File: config.mk
export PLATFORM = sky130hd
export DESIGN_NAME = escape_sequence_codec_core
export DESIGN_NICKNAME = d
export VERILOG_FILES = /design/src/rtl/escc_pkg.sv /design/src/rtl/escc_front.sv /design/src/rtl/escc_queue.sv /design/src/rtl/escc_back.sv /design/src/rtl/escc_core_top_placeholder.sv /design/src/rtl/escape_sequence_codec_core.sv
export SDC_FILE = /design/constraint.sdc
export NUM_CORES = 1
export LEC_CHECK = 0
export ABC_AREA = 1
export ABC_CLOCK_PERIOD_IN_PS = 5600
export BUFFER_PORTS_ARGS = -buffer_cell sky130_fd_sc_hd__buf_4
export CAP_MARGIN = 20
export CELL_PAD_IN_SITES_DETAIL_PLACEMENT = 1
export CELL_PAD_IN_SITES_GLOBAL_PLACEMENT = 2
export CORE_UTILIZATION = 38
export CTS_CLUSTER_SIZE = 40
export DETAILED_ROUTE_END_ITERATION = 6
export MAX_ROUTING_LAYER = met4
export PLACE_DENSITY = 0.9
export SLEW_MARGIN = 5
export SYNTH_ARGS = -nofsm -noshare
export SYNTH_HDL_FRONTEND = slang
export SYNTH_HIERARCHICAL = 1
export SYNTH_SLANG_ARGS = --single-unit
File: constraint.sdc
create_clock -name clk -period 5.6 [get_ports clk]
set_clock_uncertainty 0.1 [all_clocks]
set_input_delay 0.28 -clock clk [delete_from_list [all_inputs] [get_ports clk]]
set_output_delay 0.28 -clock clk [all_outputs]
set_load 0.01 [all_outputs]
File: src/rtl/escc_pkg.sv
// Escape sequence codec: shared package.
// Types, constants and helper functions used by every rtl file of the codec.
// No dependencies.
package escc_pkg;

    localparam int MAX_PAIRS_DEF   = 8;
    localparam int LENGTH_BITS_DEF = 16;
    localparam int QUEUE_DEPTH_DEF = 4;

    localparam int CFG_DATA_W  = 64;
    localparam int CFG_INDEX_W = 3;
    localparam int OUT_LEN_W   = 16;

    // configuration register indexes
    localparam logic [CFG_INDEX_W-1:0] REG_MODE         = 3'd0;
    localparam logic [CFG_INDEX_W-1:0] REG_ESCAPE_CHAR  = 3'd1;
    localparam logic [CFG_INDEX_W-1:0] REG_OCTAL_ENABLE = 3'd2;
    localparam logic [CFG_INDEX_W-1:0] REG_HEX_ENABLE   = 3'd3;
    localparam logic [CFG_INDEX_W-1:0] REG_PAIR_COUNT   = 3'd4;
    localparam logic [CFG_INDEX_W-1:0] REG_PAIRS_LOW    = 3'd5;
    localparam logic [CFG_INDEX_W-1:0] REG_PAIRS_HIGH   = 3'd6;

    // mode codes; anything else is plain copy
    localparam logic [1:0] MODE_DECODE = 2'd0;
    localparam logic [1:0] MODE_ENCODE = 2'd1;

    localparam logic [7:0] ESCAPE_RESET = 8'd92;
    localparam logic [7:0] CHAR_ZERO    = 8'h30;
    localparam logic [7:0] CHAR_LOWER_X = 8'h78;
    localparam logic [7:0] CHAR_UPPER_X = 8'h58;
    localparam logic [7:0] CTRL_LIMIT   = 8'd32;

    typedef enum logic [2:0] {
        PH_NORMAL,
        PH_ESC,
        PH_OCT1,
        PH_OCT2,
        PH_HEX0,
        PH_HEX1
    } phase_t;

    typedef struct packed {
        logic [1:0]  mode;
        logic [7:0]  escape_char;
        logic        octal_enable;
        logic        hex_enable;
        logic [3:0]  pair_count;
        logic [63:0] pairs_high;
        logic [63:0] pairs_low;
    } cfg_t;

    // up to four output bytes produced by one input byte
    typedef struct packed {
        logic [3:0][7:0] data;
        logic [2:0]      count;
        logic            last;
    } bundle_t;

    function automatic logic [7:0] hex_char(input logic [3:0] d);
        hex_char = (d < 4'd10) ? (CHAR_ZERO + {4'b0, d}) : (8'h37 + {4'b0, d});
    endfunction

endpackage

File: src/rtl/escc_front.sv
// Escape sequence codec: front end.
// Classifies each accepted byte, runs the decode state and builds a bundle of results.
// Depends on escc_pkg.
module escc_front #(
    parameter int MAX_PAIRS = escc_pkg::MAX_PAIRS_DEF
) (
    input  logic               clk,
    input  logic               rst_n,
    input  escc_pkg::cfg_t     cfg,
    input  logic [7:0]         in_byte,
    input  logic               in_last,
    input  logic               accept,
    output escc_pkg::bundle_t  bundle,
    output logic               bundle_push
);
    import escc_pkg::*;

    phase_t     phase_reg, phase_next, phase_step;
    logic [7:0] pend_reg, pend_next;

    logic [7:0][15:0] pairs;
    logic       code_hit, val_hit;
    logic [7:0] code_val, val_code;
    logic       is_oct, is_x, hex_ok, is_esc;
    logic [2:0] oct_d;
    logic [3:0] hex_v;
    logic [3:0][7:0] data_v;
    logic [2:0] cnt_v;

    assign pairs = {cfg.pairs_high, cfg.pairs_low};

    // table search, lowest matching pair wins
    always_comb
    begin
        code_hit = 1'b0;
        code_val = 8'h00;
        val_hit  = 1'b0;
        val_code = 8'h00;
        for (int i = MAX_PAIRS - 1; i >= 0; i--)
        begin
            if (4'(i) < cfg.pair_count)
            begin
                if (pairs[3'(i)][15:8] == in_byte)
                begin
                    code_hit = 1'b1;
                    code_val = pairs[3'(i)][7:0];
                end
                if (pairs[3'(i)][7:0] == in_byte)
                begin
                    val_hit  = 1'b1;
                    val_code = pairs[3'(i)][15:8];
                end
            end
        end
    end

    always_comb
    begin
        is_oct = (in_byte[7:3] == 5'b00110);
        oct_d  = in_byte[2:0];
        is_x   = (in_byte == CHAR_LOWER_X) || (in_byte == CHAR_UPPER_X);
        is_esc = (in_byte == cfg.escape_char);
        hex_ok = 1'b1;
        hex_v  = 4'h0;
        if (in_byte >= 8'h30 && in_byte <= 8'h39)
            hex_v = in_byte[3:0];
        else if ((in_byte >= 8'h61 && in_byte <= 8'h66) ||
                 (in_byte >= 8'h41 && in_byte <= 8'h46))
            hex_v = in_byte[3:0] + 4'd9;
        else
            hex_ok = 1'b0;
    end

    // next decode phase and pending value
    always_comb
    begin
        phase_t plain_next;
        plain_next = is_esc ? PH_ESC : PH_NORMAL;
        phase_step = phase_reg;
        pend_next  = pend_reg;
        if (cfg.mode != MODE_DECODE)
        begin
            phase_step = PH_NORMAL;
            pend_next  = 8'h00;
        end
        else
        begin
            case (phase_reg)
                PH_ESC:
                begin
                    if (cfg.octal_enable && is_oct)
                    begin
                        pend_next  = {5'b0, oct_d};
                        phase_step = PH_OCT1;
                    end
                    else if (cfg.hex_enable && is_x)
                        phase_step = PH_HEX0;
                    else if (code_hit)
                        phase_step = PH_NORMAL;
                    else
                        phase_step = plain_next;
                end
                PH_OCT1:
                begin
                    if (is_oct)
                    begin
                        pend_next  = {pend_reg[4:0], oct_d};
                        phase_step = PH_OCT2;
                    end
                    else
                        phase_step = plain_next;
                end
                PH_OCT2:
                    phase_step = is_oct ? PH_NORMAL : plain_next;
                PH_HEX0:
                begin
                    if (hex_ok)
                    begin
                        pend_next  = {4'b0, hex_v};
                        phase_step = PH_HEX1;
                    end
                    else
                        phase_step = plain_next;
                end
                PH_HEX1:
                    phase_step = hex_ok ? PH_NORMAL : plain_next;
                default:
                    phase_step = plain_next;
            endcase
        end
        phase_next = in_last ? PH_NORMAL : phase_step;
    end

    // result bytes of this input
    always_comb
    begin
        logic       first_en, plain_en;
        logic [7:0] first_val;
        first_en  = 1'b0;
        first_val = 8'h00;
        plain_en  = 1'b0;
        data_v    = '0;
        cnt_v     = 3'd0;
        case (cfg.mode)
            MODE_DECODE:
            begin
                case (phase_reg)
                    PH_ESC:
                    begin
                        if (!(cfg.octal_enable && is_oct) && !(cfg.hex_enable && is_x))
                        begin
                            first_en  = code_hit;
                            first_val = code_val;
                            plain_en  = !code_hit;
                        end
                    end
                    PH_OCT1:
                    begin
                        first_en  = !is_oct;
                        first_val = pend_reg;
                        plain_en  = !is_oct;
                    end
                    PH_OCT2:
                    begin
                        first_en  = 1'b1;
                        first_val = is_oct ? {pend_reg[4:0], oct_d} : pend_reg;
                        plain_en  = !is_oct;
                    end
                    PH_HEX0:
                        plain_en = !hex_ok;
                    PH_HEX1:
                    begin
                        first_en  = 1'b1;
                        first_val = hex_ok ? {pend_reg[3:0], hex_v} : pend_reg;
                        plain_en  = !hex_ok;
                    end
                    default:
                        plain_en = 1'b1;
                endcase
                if (first_en)
                begin
                    data_v[cnt_v[1:0]] = first_val;
                    cnt_v = cnt_v + 3'd1;
                end
                if (plain_en && !is_esc)
                begin
                    data_v[cnt_v[1:0]] = in_byte;
                    cnt_v = cnt_v + 3'd1;
                end
                // digits still collected at end of string are flushed
                if (in_last && (phase_step == PH_OCT1 || phase_step == PH_OCT2 ||
                                phase_step == PH_HEX1))
                begin
                    data_v[cnt_v[1:0]] = pend_next;
                    cnt_v = cnt_v + 3'd1;
                end
            end
            MODE_ENCODE:
            begin
                if (val_hit)
                begin
                    data_v[0] = cfg.escape_char;
                    data_v[1] = val_code;
                    cnt_v     = 3'd2;
                end
                else if ((cfg.octal_enable || cfg.hex_enable) && in_byte < CTRL_LIMIT)
                begin
                    data_v[0] = cfg.escape_char;
                    cnt_v     = 3'd4;
                    if (cfg.hex_enable)
                    begin
                        data_v[1] = CHAR_LOWER_X;
                        data_v[2] = hex_char(in_byte[7:4]);
                        data_v[3] = hex_char(in_byte[3:0]);
                    end
                    else
                    begin
                        data_v[1] = CHAR_ZERO + {6'b0, in_byte[7:6]};
                        data_v[2] = CHAR_ZERO + {5'b0, in_byte[5:3]};
                        data_v[3] = CHAR_ZERO + {5'b0, in_byte[2:0]};
                    end
                end
                else
                begin
                    data_v[0] = in_byte;
                    cnt_v     = 3'd1;
                end
            end
            default:
            begin
                data_v[0] = in_byte;
                cnt_v     = 3'd1;
            end
        endcase
    end

    assign bundle.data  = data_v;
    assign bundle.count = cnt_v;
    assign bundle.last  = in_last;
    // an empty bundle is queued only to carry a bare end marker
    assign bundle_push  = accept && ((cnt_v != 3'd0) || in_last);

    always_ff @(posedge clk or negedge rst_n)
    begin
        if (!rst_n)
        begin
            phase_reg <= PH_NORMAL;
            pend_reg  <= 8'h00;
        end
        else if (accept)
        begin
            phase_reg <= phase_next;
            pend_reg  <= pend_next;
        end
    end

endmodule

File: src/rtl/escc_queue.sv
// Escape sequence codec: bundle queue between front and back end.
// Small register FIFO with a combinational head read.
// Depends on escc_pkg.
module escc_queue #(
    parameter int DEPTH = escc_pkg::QUEUE_DEPTH_DEF
) (
    input  logic               clk,
    input  logic               rst_n,
    input  logic               wr_en,
    input  escc_pkg::bundle_t  wr_data,
    input  logic               rd_en,
    output escc_pkg::bundle_t  rd_data,
    output logic               is_empty,
    output logic               is_full
);
    import escc_pkg::*;

    localparam int AW = (DEPTH > 1) ? $clog2(DEPTH) : 1;
    localparam int CW = $clog2(DEPTH + 1);

    bundle_t       slot_reg [DEPTH];
    logic [AW-1:0] wr_ptr_reg, wr_ptr_next;
    logic [AW-1:0] rd_ptr_reg, rd_ptr_next;
    logic [CW-1:0] fill_reg, fill_next;
    logic          do_wr, do_rd;

    assign is_empty = (fill_reg == CW'(0));
    assign is_full  = (fill_reg == CW'(DEPTH));
    assign do_wr    = wr_en && !is_full;
    assign do_rd    = rd_en && !is_empty;
    assign rd_data  = slot_reg[rd_ptr_reg];

    always_comb
    begin
        wr_ptr_next = wr_ptr_reg;
        rd_ptr_next = rd_ptr_reg;
        fill_next   = fill_reg;
        if (do_wr)
            wr_ptr_next = (wr_ptr_reg == AW'(DEPTH - 1)) ? AW'(0) : wr_ptr_reg + AW'(1);
        if (do_rd)
            rd_ptr_next = (rd_ptr_reg == AW'(DEPTH - 1)) ? AW'(0) : rd_ptr_reg + AW'(1);
        if (do_wr && !do_rd)
            fill_next = fill_reg + CW'(1);
        else if (do_rd && !do_wr)
            fill_next = fill_reg - CW'(1);
    end

    always_ff @(posedge clk or negedge rst_n)
    begin
        if (!rst_n)
        begin
            wr_ptr_reg <= '0;
            rd_ptr_reg <= '0;
            fill_reg   <= '0;
        end
        else
        begin
            wr_ptr_reg <= wr_ptr_next;
            rd_ptr_reg <= rd_ptr_next;
            fill_reg   <= fill_next;
        end
    end

    always_ff @(posedge clk)
    begin
        if (do_wr)
            slot_reg[wr_ptr_reg] <= wr_data;
    end

endmodule

File: src/rtl/escc_back.sv
// Escape sequence codec: back end.
// Serializes queued bundles one byte per transfer, keeps the string length count
// and holds the result register. Depends on escc_pkg.
module escc_back #(
    parameter int LENGTH_BITS = escc_pkg::LENGTH_BITS_DEF
) (
    input  logic                           clk,
    input  logic                           rst_n,
    input  escc_pkg::bundle_t              head,
    input  logic                           head_valid,
    output logic                           head_done,
    output logic [7:0]                     out_byte,
    output logic                           byte_valid,
    output logic                           run_last,
    output logic                           string_end,
    output logic [escc_pkg::OUT_LEN_W-1:0] out_length,
    output logic                           empty,
    input  logic                           pop
);
    import escc_pkg::*;

    logic                   ovalid_reg, ovalid_next;
    logic [1:0]             idx_reg, idx_next;
    logic [LENGTH_BITS-1:0] cnt_reg, cnt_next, cnt_inc, cnt_shown;
    logic [31:0]            len_wide;
    logic [7:0]             byte_reg;
    logic                   bvalid_reg, rlast_reg, send_reg;
    logic [OUT_LEN_W-1:0]   len_reg;
    logic                   load, is_bare, is_final;

    assign load     = head_valid && (!ovalid_reg || pop);
    assign is_bare  = (head.count == 3'd0);
    assign is_final = is_bare || (({1'b0, idx_reg} + 3'd1) == head.count);
    assign cnt_inc  = (cnt_reg == {LENGTH_BITS{1'b1}}) ? cnt_reg : cnt_reg + LENGTH_BITS'(1);
    assign cnt_shown = is_bare ? cnt_reg : cnt_inc;
    assign len_wide = 32'(cnt_shown);
    assign head_done = load && is_final;

    always_comb
    begin
        ovalid_next = ovalid_reg;
        idx_next    = idx_reg;
        cnt_next    = cnt_reg;
        if (load)
        begin
            ovalid_next = 1'b1;
            idx_next    = is_final ? 2'd0 : idx_reg + 2'd1;
            cnt_next    = (is_final && head.last) ? '0 : cnt_shown;
        end
        else if (pop)
            ovalid_next = 1'b0;
    end

    always_ff @(posedge clk or negedge rst_n)
    begin
        if (!rst_n)
        begin
            ovalid_reg <= 1'b0;
            idx_reg    <= 2'd0;
            cnt_reg    <= '0;
        end
        else
        begin
            ovalid_reg <= ovalid_next;
            idx_reg    <= idx_next;
            cnt_reg    <= cnt_next;
        end
    end

    always_ff @(posedge clk)
    begin
        if (load)
        begin
            byte_reg   <= is_bare ? 8'h00 : head.data[idx_reg];
            bvalid_reg <= !is_bare;
            rlast_reg  <= is_final;
            send_reg   <= is_final && head.last;
            len_reg    <= len_wide[OUT_LEN_W-1:0];
        end
    end

    assign empty      = !ovalid_reg;
    assign out_byte   = byte_reg;
    assign byte_valid = bvalid_reg;
    assign run_last   = rlast_reg;
    assign string_end = send_reg;
    assign out_length = len_reg;

endmodule

File: src/rtl/escc_core_top_placeholder.sv
// Escape sequence codec: configuration register file.
// Holds the seven configuration registers written through the plain write port.
// Depends on escc_pkg.
module escc_cfg (
    input  logic                             clk,
    input  logic                             rst_n,
    input  logic                             cfg_we,
    input  logic [escc_pkg::CFG_INDEX_W-1:0] cfg_index,
    input  logic [escc_pkg::CFG_DATA_W-1:0]  cfg_data,
    output escc_pkg::cfg_t                   cfg
);
    import escc_pkg::*;

    cfg_t cfg_reg, cfg_next;

    always_comb
    begin
        cfg_next = cfg_reg;
        if (cfg_we)
        begin
            case (cfg_index)
                REG_MODE:         cfg_next.mode         = cfg_data[1:0];
                REG_ESCAPE_CHAR:  cfg_next.escape_char  = cfg_data[7:0];
                REG_OCTAL_ENABLE: cfg_next.octal_enable = cfg_data[0];
                REG_HEX_ENABLE:   cfg_next.hex_enable   = cfg_data[0];
                REG_PAIR_COUNT:   cfg_next.pair_count   = cfg_data[3:0];
                REG_PAIRS_LOW:    cfg_next.pairs_low    = cfg_data;
                REG_PAIRS_HIGH:   cfg_next.pairs_high   = cfg_data;
                default:          cfg_next = cfg_reg;
            endcase
        end
    end

    always_ff @(posedge clk or negedge rst_n)
    begin
        if (!rst_n)
            cfg_reg <= '{mode: MODE_DECODE, escape_char: ESCAPE_RESET,
                         octal_enable: 1'b0, hex_enable: 1'b0, pair_count: 4'd0,
                         pairs_high: 64'd0, pairs_low: 64'd0};
        else
            cfg_reg <= cfg_next;
    end

    assign cfg = cfg_reg;

endmodule

File: src/rtl/escape_sequence_codec_core.sv
// escape_sequence_codec_core: C-style escape sequence encoder / decoder.
//
// Input channel (push/full): one source byte per transfer, in_last on the
// final byte of a string. A byte is taken at a clock edge with push high and
// full low; while the bundle queue has room, a byte can be taken every cycle.
// Result channel (empty/pop): queue-like; the oldest result sits on the
// result ports while empty is low and leaves on a clock edge with pop high.
// Each input byte yields zero to four results (a control byte encoded as an
// octal or hex escape gives four), plus a bare end marker (byte_valid low)
// when a string ends with nothing emitted. run_last marks the last result of
// one input byte, string_end the last result of the string, and out_length
// counts bytes of the current string, saturating at 2^LENGTH_BITS-1.
// A taken byte's bundle is queued at the taking edge; the result register
// loads from the queue head once it is free. Results leave at one per cycle
// while pop is held high, so the result serializer sets throughput: each
// result and each bare end marker takes its own turn in the back end, a byte
// with no result none; a QUEUE_DEPTH bundle queue absorbs bursts. When the
// receiver stalls the queue fills and full rises; nothing is lost.
// Reset clears the decode state, the queue, the length count and the
// configuration (decode mode, backslash escape character, empty table).
// Configuration is written through cfg_we/cfg_index/cfg_data by the user,
// only while the block is idle; the block itself does not enforce this.
module escape_sequence_codec_core #(
    parameter int MAX_PAIRS   = escc_pkg::MAX_PAIRS_DEF,
    parameter int LENGTH_BITS = escc_pkg::LENGTH_BITS_DEF,
    parameter int QUEUE_DEPTH = escc_pkg::QUEUE_DEPTH_DEF
) (
    input  logic                             clk,
    input  logic                             rst_n,
    // input channel
    input  logic                             push,
    output logic                             full,
    input  logic [7:0]                       in_byte,
    input  logic                             in_last,
    // result channel
    output logic                             empty,
    input  logic                             pop,
    output logic [7:0]                       out_byte,
    output logic                             byte_valid,
    output logic                             run_last,
    output logic                             string_end,
    output logic [escc_pkg::OUT_LEN_W-1:0]   out_length,
    // configuration write port
    input  logic                             cfg_we,
    input  logic [escc_pkg::CFG_INDEX_W-1:0] cfg_index,
    input  logic [escc_pkg::CFG_DATA_W-1:0]  cfg_data
);
    import escc_pkg::*;

    cfg_t    cfg;
    bundle_t front_bundle, head_bundle;
    logic    front_push, accept;
    logic    q_empty, q_full, head_done;

    // an input transfer happens whenever push is high and the queue has room
    assign full   = q_full;
    assign accept = push && !q_full;

    escc_cfg u_cfg (
        .clk       (clk),
        .rst_n     (rst_n),
        .cfg_we    (cfg_we),
        .cfg_index (cfg_index),
        .cfg_data  (cfg_data),
        .cfg       (cfg)
    );

    // front: decode state machine / encoder, at most one bundle per input byte
    escc_front #(
        .MAX_PAIRS (MAX_PAIRS)
    ) u_front (
        .clk         (clk),
        .rst_n       (rst_n),
        .cfg         (cfg),
        .in_byte     (in_byte),
        .in_last     (in_last),
        .accept      (accept),
        .bundle      (front_bundle),
        .bundle_push (front_push)
    );

    // decouples classification from serialization
    escc_queue #(
        .DEPTH (QUEUE_DEPTH)
    ) u_queue (
        .clk      (clk),
        .rst_n    (rst_n),
        .wr_en    (front_push),
        .wr_data  (front_bundle),
        .rd_en    (head_done),
        .rd_data  (head_bundle),
        .is_empty (q_empty),
        .is_full  (q_full)
    );

    // back: one result per transfer, length count, result register
    escc_back #(
        .LENGTH_BITS (LENGTH_BITS)
    ) u_back (
        .clk        (clk),
        .rst_n      (rst_n),
        .head       (head_bundle),
        .head_valid (!q_empty),
        .head_done  (head_done),
        .out_byte   (out_byte),
        .byte_valid (byte_valid),
        .run_last   (run_last),
        .string_end (string_end),
        .out_length (out_length),
        .empty      (empty),
        .pop        (pop)
    );

`ifndef SYNTHESIS
    // the end of a string always closes the run of its input byte
    a_end_closes_run: assert property (@(posedge clk) disable iff (!rst_n)
        !empty && string_end |-> run_last)
        else $error("string_end without run_last");

    // a bare marker only appears as the sole result of a final byte
    a_bare_is_end: assert property (@(posedge clk) disable iff (!rst_n)
        !empty && !byte_valid |-> string_end && run_last && out_byte == 8'h00)
        else $error("bare marker not at string end");

    // after a string ends, the next data byte starts the count over
    a_count_restarts: assert property (@(posedge clk) disable iff (!rst_n)
        pop && !empty && string_end |=> empty || !byte_valid || out_length == 16'd1)
        else $error("length count did not restart");
`endif

endmodule
Word level (Yosys, flattened, before mapping)
Memory sizes are Yosys's and may differ from the RTL's.
Cells that the tools add are included.
{ "totals": {"reg_bits": 144, "ram_bits": 144, "in_bits": 81, "out_inout_bits": 29, "elab_cells": 267, "memories": 1} }
{ "classes": {"addsub": 17, "n_lt_le_gt_ge": 22, "eq_ne": 32, "muxes": 119, "n_reduce_logical": 57} }
{ "memory_table": {"columns": ["name", "depth", "width", "read_ports", "rd_clocked_by_memory_dff", "write_ports", "line", "rtl"], "rows": [
  ["u_queue.slot_reg", 4, 36, 1, 0, 1, "escc_queue.sv:21", "bundle_t slot_reg [DEPTH];"]
]} }
{ "ops": {"columns": ["operator", "n"], "rows": [
  ["2-to-1 mux 8 bit", 38],
  ["2-to-1 mux 32 bit", 3],
  ["2-to-1 mux 16 bit", 5],
  ["equality test 8 bit", 9],
  ["bitwise mux 32 bit", 2],
  ["2-to-1 mux 3 bit", 17],
  ["2-to-1 mux 24 bit", 2],
  ["one-hot mux 24 bit (2 select lines)", 1],
  ["2-to-1 mux 1 bit", 36],
  ["demux 8 bit (select 2 bit)", 2],
  ["one-hot mux 8 bit (4 select lines)", 1],
  ["adder 6 x 4 -> 7 bit, first input constant", 4],
  ["one-hot mux 8 bit (3 select lines)", 1],
  ["logical AND 1 bit", 20],
  ["equality test 3 x 2 -> 1 bit, second input constant", 6],
  ["equality test 3 bit, second input constant", 6],
  ["adder 16 x 1 -> 16 bit, second input constant", 1],
  ["binary-select mux 8 bit (select 2 bit)", 1],
  ["equality test 16 bit, second input constant", 1],
  ["equality test 8 x 7 -> 1 bit, second input constant", 2],
  [">= comparator 8 x 7 -> 1 bit, second input constant", 2],
  ["<= comparator 8 x 7 -> 1 bit, second input constant", 2],
  ["less-than comparator 3 x 4 -> 1 bit, first input constant", 4],
  ["one-hot mux 8 bit (2 select lines)", 1],
  ["other kinds (34)", 80]
]} }

Logic depth before layout (Yosys ltp)
{ "logic_depth": {"ltp_word": 36, "mapped_depth": 36} }

By module
Netlist, hierarchy kept.
{ "modules_own_cells": {"columns": ["module", "n_inst", "cells_per_inst", "area_each_um2", "seq_area_each_um2"], "rows": [
  ["escc_queue", 1, 480, 6202.2, 4499.3],
  ["escc_cfg", 1, 623, 5480.3, 3608.5],
  ["escc_front", 1, 778, 4219.0, 275.3],
  ["escc_back", 1, 317, 2516.2, 1286.2],
  ["escape_sequence_codec_core", 1, 3, 13.8, 0.0]
]} }

Worst setup path before layout
Ideal clock, no wire load.
{ "synth_path": {"path_kind": "in2reg", "startpoint": "in in_byte[0]", "endpoint": "mem u_queue/slot_reg[0][0] in the netlist's numbering (enable)", "setup_ns": 0.429, "t_arrival_ns": 4.276, "required_time_ns": 5.071, "path_slack_ns": 0.794, "path_stages": 23, "cell_sequence": "buf_2 > inv_1 > buf_4 > ha_1 > inv_1 > nor3_1 > o2111a_1 > nor2_2 > nand2_1 > nand4_1 > nand2_1 > inv_1 > ha_1 > inv_1 > nand2_1 > nand2_1 > nand2_1 > nand2_1 > nand3_1 > nand2_1 > inv_1 > nand2_1 > nor2_1"} }
{ "synth_between": {"elab_chain_len": 34, "word_cells_on_any_way": 96} }
{ "synth_rtl": {"columns": ["item", "line", "rtl"], "rows": [
  ["start: declaration", "escape_sequence_codec_core.sv:33", "input logic [7:0] in_byte,"],
  ["equality test 8 bit", "escc_front.sv:43, escc_front.sv:48", null],
  ["2-to-1 mux 1 bit", "escc_front.sv:43, escc_front.sv:48", null],
  ["2-to-1 mux 1 bit", "escc_front.sv:41", "if (4'(i) < cfg.pair_count)"],
  ["2-to-1 mux 1 bit", "escc_front.sv:43, escc_front.sv:48", null],
  ["2-to-1 mux 1 bit", "escc_front.sv:41", null],
  ["2-to-1 mux 1 bit", "escc_front.sv:43, escc_front.sv:48", null],
  ["2-to-1 mux 1 bit", "escc_front.sv:41", null],
  ["2-to-1 mux 1 bit", "escc_front.sv:43, escc_front.sv:48", null],
  ["(+19 left out)", null, null],
  ["one-hot mux 3 bit (2 select lines) (*)", "escc_front.sv:144", "case (cfg.mode)"],
  ["nonzero test 3 bit (*)", "escc_front.sv:241", "assign bundle_push = accept && ((cnt_v != 3'd0) || in_last);"],
  ["logical OR 1 bit (*)", "escc_front.sv:241", null],
  ["logical AND 1 bit (*)", "escc_front.sv:241", null],
  ["named net front_push", "escape_sequence_codec_core.sv:52", "logic front_push, accept;"],
  ["logical AND 1 bit (*)", "escc_queue.sv:29", "assign do_wr = wr_en && !is_full;"],
  ["2-to-1 mux 1 bit (*)", "escc_queue.sv:66", "if (do_wr)"],
  ["2-to-1 mux 1 bit (not written as such) (*)", "escc_queue.sv:67", "slot_reg[wr_ptr_reg] <= wr_data;"],
  ["end: declaration", "escc_queue.sv:21", null]
]} }
The timed path passes the listed nets; every way through them passes the cells marked *. The select of a mux whose other input is x is not followed.

Final worst setup path
{ "layout_path": {"startpoint": "reg u_cfg.cfg_reg (netlist bit u_cfg/cfg[129])", "endpoint": "reg u_queue.fill_reg[2]"} }
{ "layout_between": {"elab_chain_len": 34, "word_cells_on_any_way": 68} }
{ "layout_rtl": {"columns": ["item", "line", "rtl"], "rows": [
  ["start: declaration", "escc_core_top_placeholder.sv:14", "cfg_t cfg_reg, cfg_next;"],
  ["start signal: assignment", "escc_core_top_placeholder.sv:37", "cfg_reg <= '{mode: MODE_DECODE, escape_char: ESCAPE_RESET,"],
  ["start signal: assignment", "escc_core_top_placeholder.sv:41", "cfg_reg <= cfg_next;"],
  ["less-than comparator 3 x 4 -> 1 bit", "escc_front.sv:41", null],
  ["2-to-1 mux 1 bit", "escc_front.sv:41", null],
  ["2-to-1 mux 1 bit", "escc_front.sv:43, escc_front.sv:48", null],
  ["2-to-1 mux 1 bit", "escc_front.sv:41", null],
  ["2-to-1 mux 1 bit", "escc_front.sv:43, escc_front.sv:48", null],
  ["2-to-1 mux 1 bit", "escc_front.sv:41", null],
  ["2-to-1 mux 1 bit", "escc_front.sv:43, escc_front.sv:48", null],
  ["2-to-1 mux 1 bit", "escc_front.sv:41", null],
  ["(+20 left out)", null, null],
  ["logical OR 1 bit (*)", "escc_front.sv:241", null],
  ["logical AND 1 bit (*)", "escc_front.sv:241", null],
  ["named net front_push", "escape_sequence_codec_core.sv:52", null],
  ["logical AND 1 bit (*)", "escc_queue.sv:29", null],
  ["named net u_queue.do_wr", "escc_queue.sv:25", "logic do_wr, do_rd;"],
  ["logical NOT 1 bit", "escc_queue.sv:44", "else if (do_rd && !do_wr)"],
  ["logical AND 1 bit", "escc_queue.sv:44", null],
  ["nonzero test 2 bit (no source line)", null, null],
  ["end signal: assignment", "escc_queue.sv:60", "fill_reg <= fill_next;"],
  ["end: declaration", "escc_queue.sv:24", "logic [CW-1:0] fill_reg, fill_next;"]
]} }
Marks and branches as above.
A chain may end at the register's enable or synchronous reset.

==> run metrics <==
status=finished, final reports clean; Final TNS setup=0 ns; Worst EP arrival=just under 5 ns; vias in the first global route=14600; kind of critical path=flop to flop; overall power=between 7000 and 8000 uW; DR top layer=met4; placed cell count=2510; LEAKAGE=0.00846 uW; routed wire length=approximately 54000 um; Critical Path RT=5.93 ns; DR iter-0 viols=956; Metal-1 WL=23400 um; Sequential Power Share=0.408; dpl ws=0.657 ns; DR vias=14100; Horiz. Die Dim=207 um; clk_lat worst skew=0.55 ns; DR vias/cell=around 5.3; Slew @ Worst Pin=0.972 ns; pin count of the biggest net entering global routing=between 100 and 150; Tmin final=4.47 ns; Setup Fix Bufs, Post-CTS=0; crit-path max cell delay=0.46 ns; Startpoint Class=flop; Hold Crit Class=primary input to flop; RR Endpoint=u_queue/fill_reg[2]$_DFFE_PN0P_; num ports=110; Post-Syn Area=16000 um2; Rel. slew slack=0.350; Post-DRT Antenna Nets=0; Clock Sinks=288; number of hold buffers added after CTS=about 70; Final setup viols=0; highest clock rate=between 200 and 250 MHz; initial antenna violation count=2; Max-cap violations=0; Crit Path Max Fanout=12; peak supply drop=between 0.2 and 0.25 mV; Sw Share=0.374; Crit-path slowest cell=nor2_1; ratio of final minimum period to clock period=0.799; final net count=between 2000 and 2500; Final Non-Filler Cells=2644; clk slew on worst S/H paths=0.06 ns; Max Slew Vio Count=0; Final HPWL DP=37200 um; Crit path top cell by count=nand2_1; height of the die=between 200 and 250 um; RSZ-0062 raised after global routing=false; Pre-Repair DR Iteration Count=5; die area=approximately 43000 um2; clock buffer depth=3; Comb pwr share=0.316; internal power=4850 uW; core area=slightly above 40000 um2; Layout area overhead=18.2%; Final Hold Fails=0; P_sw=2900 uW; WL met2=26300 um; Worst R2R Setup Slack=1.13 ns; Critical Path Start=u_cfg/cfg[129]$_DFFE_PN0P_; number of port buffers=109; Filler Cell Count=4924; DRC viols=0; Synthesized Nets=2031; Initial Utilization=0.389; crit path capture=u_queue/fill_reg[2]$_DFFE_PN0P_; post-CTS sizing=0; average instance area after synthesis=8.31 um2; Hold Crit Depth=4; max FFs per register=144; Clock power frac=0.276; clk root buf=clkbuf_16; total CTS buffers=34; cells on worst reg2reg path=25; PD cells=409 nW/um2; std cell rows=74; drt wl/cell=20.3 um; CTS tree=done; yosys warns=6; Cells after Synth=roughly 1900; worst reg2reg path startpoint=u_cfg/cfg[129]$_DFFE_PN0P_; Critical Path End Type=flop; met3 wire length=2040 um; final worst slack=approximately 1.1 ns; gr usage total=0.258; GP Congestion=0.910; CTS HTree Levels=2; gr ovfl total=0; first-pass GRT wire length=84100 um; layout cells sized above 1=0.122
## metrics by stage
step	hold WS (ns)	cell area, um2	utilization
6_report	0.140	18900	0.460
5_1_grt	0.161	18900	0.460
2_1_floorplan	-0.116	16000	-
4_1_cts	0.0924	18900	0.459
3_3_place_gp	0.318	17100	0.416
3_5_place_dp	0.332	17200	0.416
## worst min-delay path by stage
stage	startpoint	end	slack, ns
after floorplan	rst_n	u_back/cnt_reg[0]$_DFFE_PN0P_	-0.12
after global placement	rst_n	u_queue/rd_ptr_reg[0]$_DFFE_PN0P_	0.32
after detailed placement	rst_n	u_queue/rd_ptr_reg[0]$_DFFE_PN0P_	0.33
after CTS	cfg_we	u_cfg/cfg[131]$_DFFE_PN0P_	0.09
after global routing	cfg_we	u_cfg/cfg[130]$_DFFE_PN0P_	0.16
final	cfg_index[2]	u_cfg/cfg[137]$_DFFE_PN1P_	0.14
## routing by layer
metal,vias up,global-route usage
met5,-,-
met4,0,0.0950
met3,114,0.0309
met2,316,0.425
met1,6971,0.326
li1,6660,-
## layout make-up
class / count / area (um2) / area share
Antenna cell: 2 / 5.00 / 0.000264
Clock buffer: 47 / 941 / 0.0497
Clock inverter: 15 / 121 / 0.00641
Inverter: 245 / 922 / 0.0487
Multi-Input combinational cell: 1322 / 6560 / 0.346
Sequential cell: 288 / 8070 / 0.426
Tap cell: 532 / 666 / 0.0351
Timing Repair Buffer: 193 / 1650 / 0.0873
## critical path: cells and delay by family, from the launching register on
kind	cells	cell delay, ns
adders and majority gates	2	0.62
and+or+nand+nor	17	2.50
DFF	1	0.42
buffers and inverters	6	0.69
## power groups by stage
| stage | logic (uW) | clock network, uW | registers [uW] |
|---|---|---|---|
| after floorplan | 1650 | 0 | 3080 |
| after global placement | 2280 | 0 | 3170 |
| after detailed placement | 2380 | 0 | 3200 |
| after CTS | 2440 | 2180 | 3170 |
| after global routing | 2730 | 2260 | 3210 |
| final | 2450 | 2140 | 3160 |
## cells in the final DEF, fill, tap and decap left out, drive strengths merged, types with 47 or more instances in the layout
master       instances
clkbuf              47
inv                241
buf                124
o21ai              114
nand3               70
dfrtp              113
nand2              679
edfxtp             171
a21oi               52
nor2               138
o211ai              93
dlygate4sd3         69
Note: power is estimated with default switching activity, not from simulation.
